[src/hdl/mtq_pkg.sv]
// Shared types and constants for the matrix-to-quaternion decomposition pipeline.
`default_nettype none

package mtq_pkg;

    // Unit value in Q2.30
    localparam logic [31:0] ONE_Q30 = 32'h4000_0000;
    // Largest value a scale output can show
    localparam logic [30:0] SCALE_MAX = 31'h7FFF_FFFF;
    // APB register map
    localparam logic ADDR_MIN_SCALE = 1'b0;

    // One matrix transfer, Q8.24 entries
    typedef struct packed {
        logic signed [31:0] in_r0c0;
        logic signed [31:0] in_r0c1;
        logic signed [31:0] in_r0c2;
        logic signed [31:0] in_r1c0;
        logic signed [31:0] in_r1c1;
        logic signed [31:0] in_r1c2;
        logic signed [31:0] in_r2c0;
        logic signed [31:0] in_r2c1;
        logic signed [31:0] in_r2c2;
    } mat_item_t;

    // One result transfer
    typedef struct packed {
        logic signed [31:0] quat_w;
        logic signed [31:0] quat_x;
        logic signed [31:0] quat_y;
        logic signed [31:0] quat_z;
        logic [30:0]        scale_x;
        logic [30:0]        scale_y;
        logic [30:0]        scale_z;
        logic               degenerate;
    } quat_item_t;

    // Quaternion branch, picked by trace or largest diagonal entry
    typedef enum logic [1:0] {
        BR_W = 2'd0,
        BR_X = 2'd1,
        BR_Y = 2'd2,
        BR_Z = 2'd3
    } branch_t;

    // Scale and degenerate status riding along with the rotation math
    typedef struct packed {
        logic [2:0][30:0] scale;
        logic             degen;
    } scl_tag_t;

    // Sideband through the norm square root
    typedef struct packed {
        logic [3:0][31:0] v;
        scl_tag_t         s;
    } vec_tag_t;

    // Sideband through the final divide
    typedef struct packed {
        scl_tag_t s;
        logic     zero_norm;
    } nrm_tag_t;

endpackage

`default_nettype wire

[src/hdl/mtq_isqrt.sv]
// Pipelined 64-bit floor square root, one result bit per stage, several lanes.
`default_nettype none

module mtq_isqrt
    import mtq_pkg::*;
#(
    parameter int LANES = 1,
    parameter int TAG_W = 1
)
(
    input  wire logic                    clk,
    input  wire logic                    rst_n,
    input  wire logic                    en,
    input  wire logic                    in_vld,
    input  wire logic [LANES-1:0][63:0]  rad,
    input  wire logic [TAG_W-1:0]        in_tag,
    output logic                         out_vld,
    output logic [LANES-1:0][31:0]       root,
    output logic [TAG_W-1:0]             out_tag
);

    localparam int STEPS = 32;

    logic [STEPS:1]                vld_reg;
    logic [LANES-1:0][63:0]        rem_reg [1:STEPS];
    logic [LANES-1:0][63:0]        res_reg [1:STEPS];
    logic [TAG_W-1:0]              tag_reg [1:STEPS];

    for (genvar k = 0; k < STEPS; k++) begin : g_step
        localparam logic [63:0] BIT = 64'd1 << (62 - 2 * k);
        logic                   vld_in;
        logic [LANES-1:0][63:0] rem_in;
        logic [LANES-1:0][63:0] res_in;
        logic [TAG_W-1:0]       tag_in;
        logic [LANES-1:0][63:0] rem_next;
        logic [LANES-1:0][63:0] res_next;

        if (k == 0) begin : g_first
            assign vld_in = in_vld;
            assign rem_in = rad;
            assign res_in = '0;
            assign tag_in = in_tag;
        end
        else begin : g_rest
            assign vld_in = vld_reg[k];
            assign rem_in = rem_reg[k];
            assign res_in = res_reg[k];
            assign tag_in = tag_reg[k];
        end

        // One restoring root step per lane
        always_comb
        begin
            for (int l = 0; l < LANES; l++)
            begin
                if (rem_in[l] >= res_in[l] + BIT)
                begin
                    rem_next[l] = rem_in[l] - (res_in[l] + BIT);
                    res_next[l] = (res_in[l] >> 1) + BIT;
                end
                else
                begin
                    rem_next[l] = rem_in[l];
                    res_next[l] = res_in[l] >> 1;
                end
            end
        end

        always_ff @(posedge clk or negedge rst_n)
        begin
            if (!rst_n)
                vld_reg[k+1] <= 1'b0;
            else if (en)
                vld_reg[k+1] <= vld_in;
        end

        always_ff @(posedge clk)
        begin
            if (en)
            begin
                rem_reg[k+1] <= rem_next;
                res_reg[k+1] <= res_next;
                tag_reg[k+1] <= tag_in;
            end
        end
    end

    // Root fits in 32 bits
    always_comb
    begin
        for (int l = 0; l < LANES; l++)
            root[l] = res_reg[STEPS][l][31:0];
    end

    assign out_vld = vld_reg[STEPS];
    assign out_tag = tag_reg[STEPS];

endmodule

`default_nettype wire

[config.mk]
export PLATFORM = sky130hd
export DESIGN_NAME = mtq_isqrt
export DESIGN_NICKNAME = d
export VERILOG_FILES = /design/src/hdl/mtq_pkg.sv /design/src/hdl/mtq_isqrt.sv
export SDC_FILE = /design/constraint.sdc
export NUM_CORES = 2
export LEC_CHECK = 0
export BUFFER_PORTS_ARGS = -buffer_cell sky130_fd_sc_hd__buf_2
export CORE_ASPECT_RATIO = 2
export CORE_MARGIN = 5
export CORE_UTILIZATION = 60
export DETAILED_ROUTE_END_ITERATION = 10
export PLACE_DENSITY = 0.81
export SLEW_MARGIN = 40
export SYNTH_ARGS = -nofsm -noshare
export SYNTH_HDL_FRONTEND = slang
export SYNTH_MEMORY_MAX_BITS = 65536
export SYNTH_SLANG_ARGS = --single-unit
export TNS_END_PERCENT = 20
[constraint.sdc]
create_clock -name clk -period 8.01 [get_ports clk]
set_input_delay 1.602 -clock clk [delete_from_list [all_inputs] [get_ports clk]]
set_output_delay 1.602 -clock clk [all_outputs]
set_load 0.02 [all_outputs]
==> reports/qor.yml <==
worst_setup_path:
  max_stage_delay_ns: 0.78
  critical_path_class: "register to register"
  worst-r2r-setup-slack_ns: 2.59
  cp.arrival_ns: 6.05
  cpMostUsedCell: "nor3_1"
  cp_data_required_time_ns: 8.64
  crit_chain: "or4_1 -> nor3_1 -> nand3_1 -> nor3_1 -> nand3_1 -> nor3_1 -> and2_2 -> buf_4 -> inv_1 -> and3_1 -> xor2_1"
  timing.rr.start: "rem_reg[0][1900]$_DFFE_PP_"
  critPathMaxFanout: 59
  worstSetupStartpoint: "rem_reg[0][1900]$_DFFE_PP_"
  slowest_stage: "or4_1"
  start_kind: "register"
  end_kind: "register"
timing:
  skew_ns: 0.0831
  tns_ns: 0
  slew_headroom: 0.326
  finalHoldViolations: 0
  drv_slew: 0
  tightest_slew_ns: 1.00
  setup_viol: 0
  period_share: 0.677
  fin_ws_ns: 2.59
  hold_ws_ns: 0.369
  rsz0062_at_grt: "no"
  max_freq_mhz: 185
  fin_crit_ns: 5.42
global_routing:
  grt_pass1_vias: 88081
  grt.overflow.total: 0
  antenna_found_initial: 14
  grt_use_total: 0.320
  grt_start_max_net_pins: 176
  grt_pass1_wl_um: 508000
floorplan:
  core_area_um2: 205000
  die_w_um: 331
  initial_utilization: 0.602
  design.die.area_um2: 215000
  row_count: 235
  die_y_um: 651
  io_pins: 103
synth:
  synth.area.top_cells: "edfxtp_1, ha_1, xnor2_1, xor2_1, a21oi_1"
  synth_top_area_frac: 0.619
  synth-seq-cells: 2576
  synth_seq_area_share: 0.625
  synth_warnings: 0
  avgSynthCellArea_um2: 12.6
  synth.net_count: 10444
  synth_commonest_cells: "edfxtp_1, inv_1, nand2_1, nor2_1, a21oi_1"
  ys.flop_type: "edfxtp_1"
  synth_enable_flop_cells: 2544
  synthesis.area_um2: 123000
  yosysTopAreaCell: "edfxtp_1"
  synth.most_common_cell: "edfxtp_1"
  synth_cell_type_count: 103
  netlist_instances: 9817
  async_reset_ff_frac: 0.0124
routing:
  drc: 0
  vias: 82267
  wirelength_um: 352000
  ant_nets: 0
  vias_per_cell: 6.34
  drt_iter0_drc: 5851
  wl_per_cell_um: 27.1
  dr.pass1.iters: 9
finish:
  syn2layout_area_growth_pct: 9.77
  layout.nets: 10684
  largest_reg_flops: 1984
  post-route-util: 0.661
  drive_above_1_share: 0.0802
cts:
  clockBufferDepth: 4
  clk_latency_ns: 0.93
  numCtsBuffers: 221
  clock_sinks: 2576
  cts_tree: "done"
  cts_setup_buffers: 0
  clkSlewWorstSetupHoldPaths_ns: 0.07
  cts_root_buffer: "clkbuf_16"
  cts_max_level: 4
  cts_resized: 0
  cts_hold_repair.buffers: 0
min_path:
  hold_start: "res_reg[1][296]$_DFFE_PP_"
  min_path_type: "register to register"
pwr:
  powerDensity_nw_per_um2: 286
  power.leakage_nw: 50.7
  peakVddDrop_mv: 0.307
placed_design:
  routabilityCongestion: 1.04
  place_ws_ns: 2.87
  post-dp-hpwl_um: 262000
  port_buffers: 102
run_status:
  status: "finished clean"
flow_run:
  max_cap_viol_count: 0
==> worst paths after layout <==
kind,endpoint,cells past startpoint
max,rem_reg[0][1969]$_DFFE_PP_,11
min,res_reg[1][359]$_DFFE_PP_,0
max reg2reg,rem_reg[0][1969]$_DFFE_PP_,11
min reg2reg,res_reg[1][359]$_DFFE_PP_,0
max in group asynchronous,g_step[29].vld_in$_DFFE_PN0P_,1
min in group asynchronous,g_step[6].vld_in$_DFFE_PN0P_,1
==> kinds of logic after synthesis <==
logic type,Yosys count,share of synthesized area
adders and majority gates,558,0.0566
xor gates and xnor gates,890,0.0632
DFF,2576,0.625
and+or+nand+nor,2879,0.121
AOI/OAI and AO/OA,1899,0.0960
buffers and inverters,897,0.0276
muxes,118,0.0107
==> placed cells by master, fill, tap and decap left out, types with 248 or more instances in the layout <==
| cell | netlist | routed |
|---|---|---|
| edfxtp_1 | 2544 | 2544 |
| inv_1 | 695 | 695 |
| nand2_1 | 660 | 659 |
| nor2_1 | 652 | 648 |
| a21oi_1 | 609 | 607 |
| ha_1 | 558 | 558 |
| xnor2_1 | 486 | 486 |
| o21ai_0 | 464 | 457 |
| xor2_1 | 403 | 403 |
| nor4_1 | 329 | 302 |
| nor3_1 | 258 | 248 |
==> final cells by class <==
class	count	area, um2
timing repair buffer	217	1720
antenna	25	62.6
inverter	697	2620
clock inverter	138	1260
tap	2725	3410
clock buffer	262	5810
fill	14192	69500
multi-input combinational	6344	43400
sequential	2576	77200
==> power by group <==
group	total [W]	switching (W)	internal (W)
combinational	0.00938	0.00590	0.00348
clock	0.0108	0.00498	0.00583
sequential	0.0185	0.00138	0.0171
total	0.0387	0.0123	0.0264
==> metal layers <==
layer / up-vias / global-route usage / routed length (um)
li1: 37246 / - / -
met1: 40119 / 0.201 / 83100
met2: 3130 / 0.650 / 201000
met3: 1766 / 0.0491 / 13900
met4: 6 / 0.380 / 53400
met5: - / 0 / 46
==> worst max-delay path: cells and delay by family, from the launching register on <==
kind / cells / cell delay [ns]
flip-flops: 1 / 0.46
AND/OR/NAND/NOR: 8 / 3.50
XOR/XNOR: 1 / 0.14
buffers and inverters: 2 / 1.02
==> per-stage QoR <==
stage | total power, W | area (um2) | instances
3_5_place_dp | 0.0278 | 128000 | 12552
2_1_floorplan | 0.0243 | 123000 | 9817
5_1_grt | 0.0401 | 135000 | 12976
4_1_cts | 0.0384 | 135000 | 12952
3_3_place_gp | 0.0273 | 128000 | 12538
6_report | 0.0387 | 135000 | 12984
No activity file was read; power rests on OpenSTA's default activity.
