[config.mk]
export PLATFORM = sky130hd
export DESIGN_NAME = mtq_div
export DESIGN_NICKNAME = d
export VERILOG_FILES = /design/src/hdl/mtq_pkg.sv /design/src/hdl/mtq_div.sv
export SDC_FILE = /design/constraint.sdc
export NUM_CORES = 2
export LEC_CHECK = 0
export BUFFER_PORTS_ARGS = -buffer_cell sky130_fd_sc_hd__buf_2
export CORE_ASPECT_RATIO = 0.5
export CORE_MARGIN = 4
export CORE_UTILIZATION = 58
export CTS_CLUSTER_SIZE = 16
export DETAILED_ROUTE_END_ITERATION = 8
export PLACE_DENSITY = 0.77
export SYNTH_ARGS = -nofsm -noshare
export SYNTH_HDL_FRONTEND = slang
export SYNTH_SLANG_ARGS = --single-unit
[constraint.sdc]
create_clock -name clk -period 4.24 [get_ports clk]
set_clock_uncertainty 0.2 [all_clocks]
set_input_delay 0.848 -clock clk [delete_from_list [all_inputs] [get_ports clk]]
set_output_delay 0.848 -clock clk [all_outputs]
set_load 0.1 [all_outputs]
[src/hdl/mtq_pkg.sv]
// Shared types and constants for the matrix-to-quaternion decomposition pipeline.
`default_nettype none

package mtq_pkg;

    // Unit value in Q2.30
    localparam logic [31:0] ONE_Q30 = 32'h4000_0000;
    // Largest value a scale output can show
    localparam logic [30:0] SCALE_MAX = 31'h7FFF_FFFF;
    // APB register map
    localparam logic ADDR_MIN_SCALE = 1'b0;

    // One matrix transfer, Q8.24 entries
    typedef struct packed {
        logic signed [31:0] in_r0c0;
        logic signed [31:0] in_r0c1;
        logic signed [31:0] in_r0c2;
        logic signed [31:0] in_r1c0;
        logic signed [31:0] in_r1c1;
        logic signed [31:0] in_r1c2;
        logic signed [31:0] in_r2c0;
        logic signed [31:0] in_r2c1;
        logic signed [31:0] in_r2c2;
    } mat_item_t;

    // One result transfer
    typedef struct packed {
        logic signed [31:0] quat_w;
        logic signed [31:0] quat_x;
        logic signed [31:0] quat_y;
        logic signed [31:0] quat_z;
        logic [30:0]        scale_x;
        logic [30:0]        scale_y;
        logic [30:0]        scale_z;
        logic               degenerate;
    } quat_item_t;

    // Quaternion branch, picked by trace or largest diagonal entry
    typedef enum logic [1:0] {
        BR_W = 2'd0,
        BR_X = 2'd1,
        BR_Y = 2'd2,
        BR_Z = 2'd3
    } branch_t;

    // Scale and degenerate status riding along with the rotation math
    typedef struct packed {
        logic [2:0][30:0] scale;
        logic             degen;
    } scl_tag_t;

    // Sideband through the norm square root
    typedef struct packed {
        logic [3:0][31:0] v;
        scl_tag_t         s;
    } vec_tag_t;

    // Sideband through the final divide
    typedef struct packed {
        scl_tag_t s;
        logic     zero_norm;
    } nrm_tag_t;

endpackage

`default_nettype wire

[src/hdl/mtq_div.sv]
// Pipelined signed Q30 divider, (mag << 30) / den, one quotient bit per stage.
`default_nettype none

module mtq_div
    import mtq_pkg::*;
#(
    parameter int LANES = 1,
    parameter int TAG_W = 1
)
(
    input  wire logic                    clk,
    input  wire logic                    rst_n,
    input  wire logic                    en,
    input  wire logic                    in_vld,
    input  wire logic [LANES-1:0][31:0]  num_mag,
    input  wire logic [LANES-1:0]        num_neg,
    input  wire logic [LANES-1:0][31:0]  den,
    input  wire logic [TAG_W-1:0]        in_tag,
    output logic                         out_vld,
    output logic [LANES-1:0][31:0]       quo,
    output logic [TAG_W-1:0]             out_tag
);

    // Numerator never exceeds the divisor, so the quotient needs 31 bits
    localparam int STEPS = 31;

    logic [STEPS:1]                vld_reg;
    logic [LANES-1:0][31:0]        rem_reg [1:STEPS];
    logic [LANES-1:0][30:0]        q_reg   [1:STEPS];
    logic [LANES-1:0][31:0]        den_reg [1:STEPS];
    logic [LANES-1:0]              neg_reg [1:STEPS];
    logic [TAG_W-1:0]              tag_reg [1:STEPS];

    logic                          out_vld_reg;
    logic [LANES-1:0][31:0]        quo_reg;
    logic [LANES-1:0][31:0]        quo_next;
    logic [TAG_W-1:0]              out_tag_reg;

    for (genvar k = 0; k < STEPS; k++) begin : g_step
        logic                   vld_in;
        logic [LANES-1:0][31:0] rem_in;
        logic [LANES-1:0]       sh_in;
        logic [LANES-1:0][30:0] q_in;
        logic [LANES-1:0][31:0] den_in;
        logic [LANES-1:0]       neg_in;
        logic [TAG_W-1:0]       tag_in;
        logic [LANES-1:0][31:0] rem_next;
        logic [LANES-1:0][30:0] q_next;

        if (k == 0) begin : g_first
            // Dividend top bits start the remainder, its low bit shifts in first
            always_comb
            begin
                for (int l = 0; l < LANES; l++)
                begin
                    rem_in[l] = {1'b0, num_mag[l][31:1]};
                    sh_in[l]  = num_mag[l][0];
                end
            end
            assign vld_in = in_vld;
            assign q_in   = '0;
            assign den_in = den;
            assign neg_in = num_neg;
            assign tag_in = in_tag;
        end
        else begin : g_rest
            assign vld_in = vld_reg[k];
            assign rem_in = rem_reg[k];
            assign sh_in  = '0;
            assign q_in   = q_reg[k];
            assign den_in = den_reg[k];
            assign neg_in = neg_reg[k];
            assign tag_in = tag_reg[k];
        end

        // Restoring divide step per lane
        always_comb
        begin
            for (int l = 0; l < LANES; l++)
            begin
                if ({rem_in[l], sh_in[l]} >= {1'b0, den_in[l]})
                begin
                    rem_next[l] = 32'({rem_in[l], sh_in[l]} - {1'b0, den_in[l]});
                    q_next[l]   = {q_in[l][29:0], 1'b1};
                end
                else
                begin
                    rem_next[l] = {rem_in[l][30:0], sh_in[l]};
                    q_next[l]   = {q_in[l][29:0], 1'b0};
                end
            end
        end

        always_ff @(posedge clk or negedge rst_n)
        begin
            if (!rst_n)
                vld_reg[k+1] <= 1'b0;
            else if (en)
                vld_reg[k+1] <= vld_in;
        end

        always_ff @(posedge clk)
        begin
            if (en)
            begin
                rem_reg[k+1] <= rem_next;
                q_reg[k+1]   <= q_next;
                den_reg[k+1] <= den_in;
                neg_reg[k+1] <= neg_in;
                tag_reg[k+1] <= tag_in;
            end
        end
    end

    // Clamp to one and apply the sign
    always_comb
    begin
        for (int l = 0; l < LANES; l++)
        begin
            logic [31:0] q;
            q = {1'b0, q_reg[STEPS][l]};
            if (q > ONE_Q30)
                q = ONE_Q30;
            quo_next[l] = neg_reg[STEPS][l] ? (~q + 32'd1) : q;
        end
    end

    always_ff @(posedge clk or negedge rst_n)
    begin
        if (!rst_n)
            out_vld_reg <= 1'b0;
        else if (en)
            out_vld_reg <= vld_reg[STEPS];
    end

    always_ff @(posedge clk)
    begin
        if (en)
        begin
            quo_reg     <= quo_next;
            out_tag_reg <= tag_reg[STEPS];
        end
    end

    assign out_vld = out_vld_reg;
    assign quo     = quo_reg;
    assign out_tag = out_tag_reg;

endmodule

`default_nettype wire

==> key figures <==
Run status
  • Status: finished clean

Pwr
  • Maximum vdd drop: approximately 0.42 mV
  • Pwr Density: 754 nW/um2
  • Leak pwr: 63.9 nW
  • PnR Total Power: ~120 mW

Critical path
  • CP Capture Type: flip-flop
  • WS Path Type: flip-flop to flip-flop
  • Data arrival time of the critical path: about 4.6 ns
  • Flop2flop setup slack: ~0.097 ns
  • Worst EP required: approximately 4.7 ns
  • FF-to-FF Start: rem_reg[0][837]
  • R2R Path End: rem_reg[0][889]
  • Startpoint Class: flip-flop
  • R2R cell count: 13
  • Worst Path Max Fanout: 16

Yosys
  • Syn Inst Count: 12,300
  • Share of synthesized area occupied by flip-flops and latches: 0.543
  • Yosys warnings: 0
  • EDFF count, synth: around 2,500
  • Asr flop ratio synth: 0.0126
  • Library cells used by synthesis: between 80 and 90
  • Yosys reg bits: approximately 2,500
  • Post-Syn Area: 140,000 um2
  • Post-synthesis net count: ~13,000
  • Synthesized area per cell: 11.4 um2
  • Primary FF master, synth: edfxtp_1

Drt
  • DR WL/cell: approximately 19 um
  • Final WL: about 300,000 um
  • Residual DRC: 0
  • Pre-antenna DRT Iters: 7
  • DR iter-0 viols: approximately 5,700
  • Vias: just over 90,000
  • Vias per cell: between 5 and 6
  • Final antenna-violating net count: 0

Cells and area
  • Multi-input gate area: about 58,000 um2
  • Most frequent cells in the layout: edfxtp_1 (2,511), inv_1 (1,269), ha_1 (991)
  • Layout cell share with drive strength beyond 1: 0.107
  • Leading cell type in the layout, fill and taps excluded: edfxtp_1
  • # fillers: ~18,000
  • Synthesis-to-layout area growth: 10.9%
  • Final net count: 13,800
  • Final core occ: 0.648
  • Reg area: roughly 76,000 um2

Clocking
  • Clock Pin Slew Worst Setup and Hold Paths: around 0.070 ns
  • H-tree levels: 4
  • Num CTS Buffers: 231
  • Clock tree sinks: between 2,000 and 3,000
  • Insertion delay to the later sink of the worst-skew pair: 0.90 ns
  • CTS Root Cell: clkbuf_16
  • CTS tree: done
  • Maximum root-to-sink buffer count: 4

Place
  • RePlAce Congestion: ~0.99
  • Dpl hpwl: between 200,000 and 250,000 um
  • Port bufs: roughly 100

Floorplan
  • Die height: between 300 and 400 um
  • Starting density of the core: 0.584
  • Overall die area: 250,000 um2
  • # rows: roughly 130
  • Number of top-level pins: around 100
  • Core area: about 240,000 um2
  • Die X: between 700 and 800 um

Timing
  • Max Freq: approximately 0.24 GHz
  • Final hold violations: 0
  • Final Max Tran Viols: 0
  • Final setup viols: 0
  • Crit path time final: just over 4 ns
  • Crit share post-route: 0.977
  • Worst-Margin Slew: between 0.9 and 1 ns
  • Slew HR: 0.337

Global route
  • Largest net degree at the start of global routing: 96
  • Vias in the first global route: 94,900
  • Initial antenna violation count: 0
  • Global route overflow: 0
  • First-pass GRT wire length: 475,000 um
  • Gr usage total: 0.235

Worst hold path
  • HP Start: den[1]
  • Hold depth: 2
  • Hold Path End: den_reg[0][33]
  • Worst hold-check path type: input port to flip-flop

Run
  • Maxcap violations: 0
-- power breakdown --
| part | internal, mW | total, mW | switching, mW |
|---|---|---|---|
| clock network | 11.6 | 20.9 | 9.30 |
| logic | 25.2 | 55.8 | 30.6 |
| registers | 37.1 | 40.6 | 3.52 |
| total | 73.9 | 117 | 43.4 |
-- logic make-up after synthesis --
group | share of synthesized area
xor gates and xnor gates | 0.0501
buffers and inverters | 0.0416
muxes | 0.0397
and+or+nand+nor | 0.0921
DFF | 0.543
AOI/OAI and AO/OA | 0.140
adders and majority gates | 0.0928
-- worst max path at each step --
stage | slack [ns] | endpoint | from | cells past startpoint
finish | 0.1 | rem_reg[0][889] | rem_reg[0][837] | 13
global route | -0.01 | rem_reg[0][889] | rem_reg[0][837] | 13
CTS | 0.01 | rem_reg[0][895] | rem_reg[0][838] | 12
detailed placement | -0.19 | rem_reg[0][41] | num_mag[0] | 17
global placement | -0.18 | rem_reg[0][60] | num_mag[0] | 17
floorplan | 0.07 | rem_reg[0][52] | num_mag[0] | 14
-- final cells by class --
class                           instances  share of cell area
Antenna cell                            1           0.0000161
Clock buffer                          278              0.0390
Clock inverter                        138             0.00866
Inverter                             1272              0.0307
Multi-Input combinational cell       8164               0.376
Sequential cell                      2543               0.490
Tap cell                             3225              0.0259
Timing Repair Buffer                  542              0.0298
-- synth_stat cells, drive strengths merged (15+ instances only) --
master | n | area share
and2 | 68 | 0.0030
edfxtp | 2511 | 0.54
dfrtp | 32 | 0.0057
o21a | 128 | 0.0069
o31ai | 85 | 0.0046
a31oi | 101 | 0.0045
and3 | 98 | 0.0044
xor2 | 300 | 0.019
a31o | 17 | 0.0011
mux2i | 27 | 0.0019
a221oi | 16 | 0.0010
nor2 | 680 | 0.018
a2111oi | 28 | 0.0021
o21bai | 115 | 0.0062
o41ai | 20 | 0.0012
nand2 | 875 | 0.023
buf | 29 | 0.0010
a21boi | 54 | 0.0029
a311oi | 19 | 0.0012
mux2 | 470 | 0.038
or2 | 27 | 0.0012
nand4 | 141 | 0.0063
a21o | 510 | 0.027
nor2b | 151 | 0.0067
clkbuf | 244 | 0.0065
o211ai | 68 | 0.0037
nor3b | 20 | 0.0011
nor4 | 58 | 0.0026
o21ai | 798 | 0.028
a21oi | 880 | 0.031
or3 | 49 | 0.0022
inv | 1271 | 0.034
a211o | 29 | 0.0018
xnor2 | 502 | 0.031
nand3 | 174 | 0.0062
fa | 30 | 0.0043
o31a | 25 | 0.0016
nor3 | 133 | 0.0047
o221ai | 15 | 0.00094
nand2b | 152 | 0.0068
a41oi | 16 | 0.0010
a211oi | 91 | 0.0049
and4 | 28 | 0.0017
ha | 992 | 0.089
-- through the flow --
stage / setup TNS [ns] / cells / area [um2] / hold slack, ns / setup WS [ns]
floorplan: 0 / 12300 / 140000 / 0.200 / 0.0704
global placement: -3.16 / 15700 / 148000 / 0.200 / -0.182
detailed placement: -2.88 / 15700 / 148000 / 0.205 / -0.190
CTS: 0 / 16200 / 155000 / 0.0249 / 0.0133
global route: -0.0313 / 16200 / 156000 / 0.0530 / -0.0149
finish: 0 / 16200 / 156000 / 0.108 / 0.0966
-- layer usage --
layer | vias to the layer above | wire (um) | GRT usage
met5 | - | 0 | 0
met2 | 2229 | 163000 | 0.467
met4 | 0 | 18800 | 0.134
met3 | 897 | 9640 | 0.0263
li1 | 45800 | - | -
met1 | 44400 | 108000 | 0.236
-- critical path, cell delays in order (launching register included) --
cell,delay [ns]
edfxtp_1,0.39
ha_1,0.33
a211o_1,0.27
a21o_1,0.18
a21o_1,0.22
a2111oi_4,0.41
o31ai_2,0.15
a41o_1,0.31
a21boi_2,0.20
o211ai_2,0.13
a2111oi_4,0.31
buf_6,0.18
buf_6,0.22
mux2_1,0.34
-- repair_timing --
action                     4_1_cts  5_1_grt
hold endpoints to repair        66        0
setup buffers                    0        2
setup endpoints to repair        0      217
hold buffers                    35        0
resized for setup                0       24
Note: power is estimated with default switching activity, not from simulation.
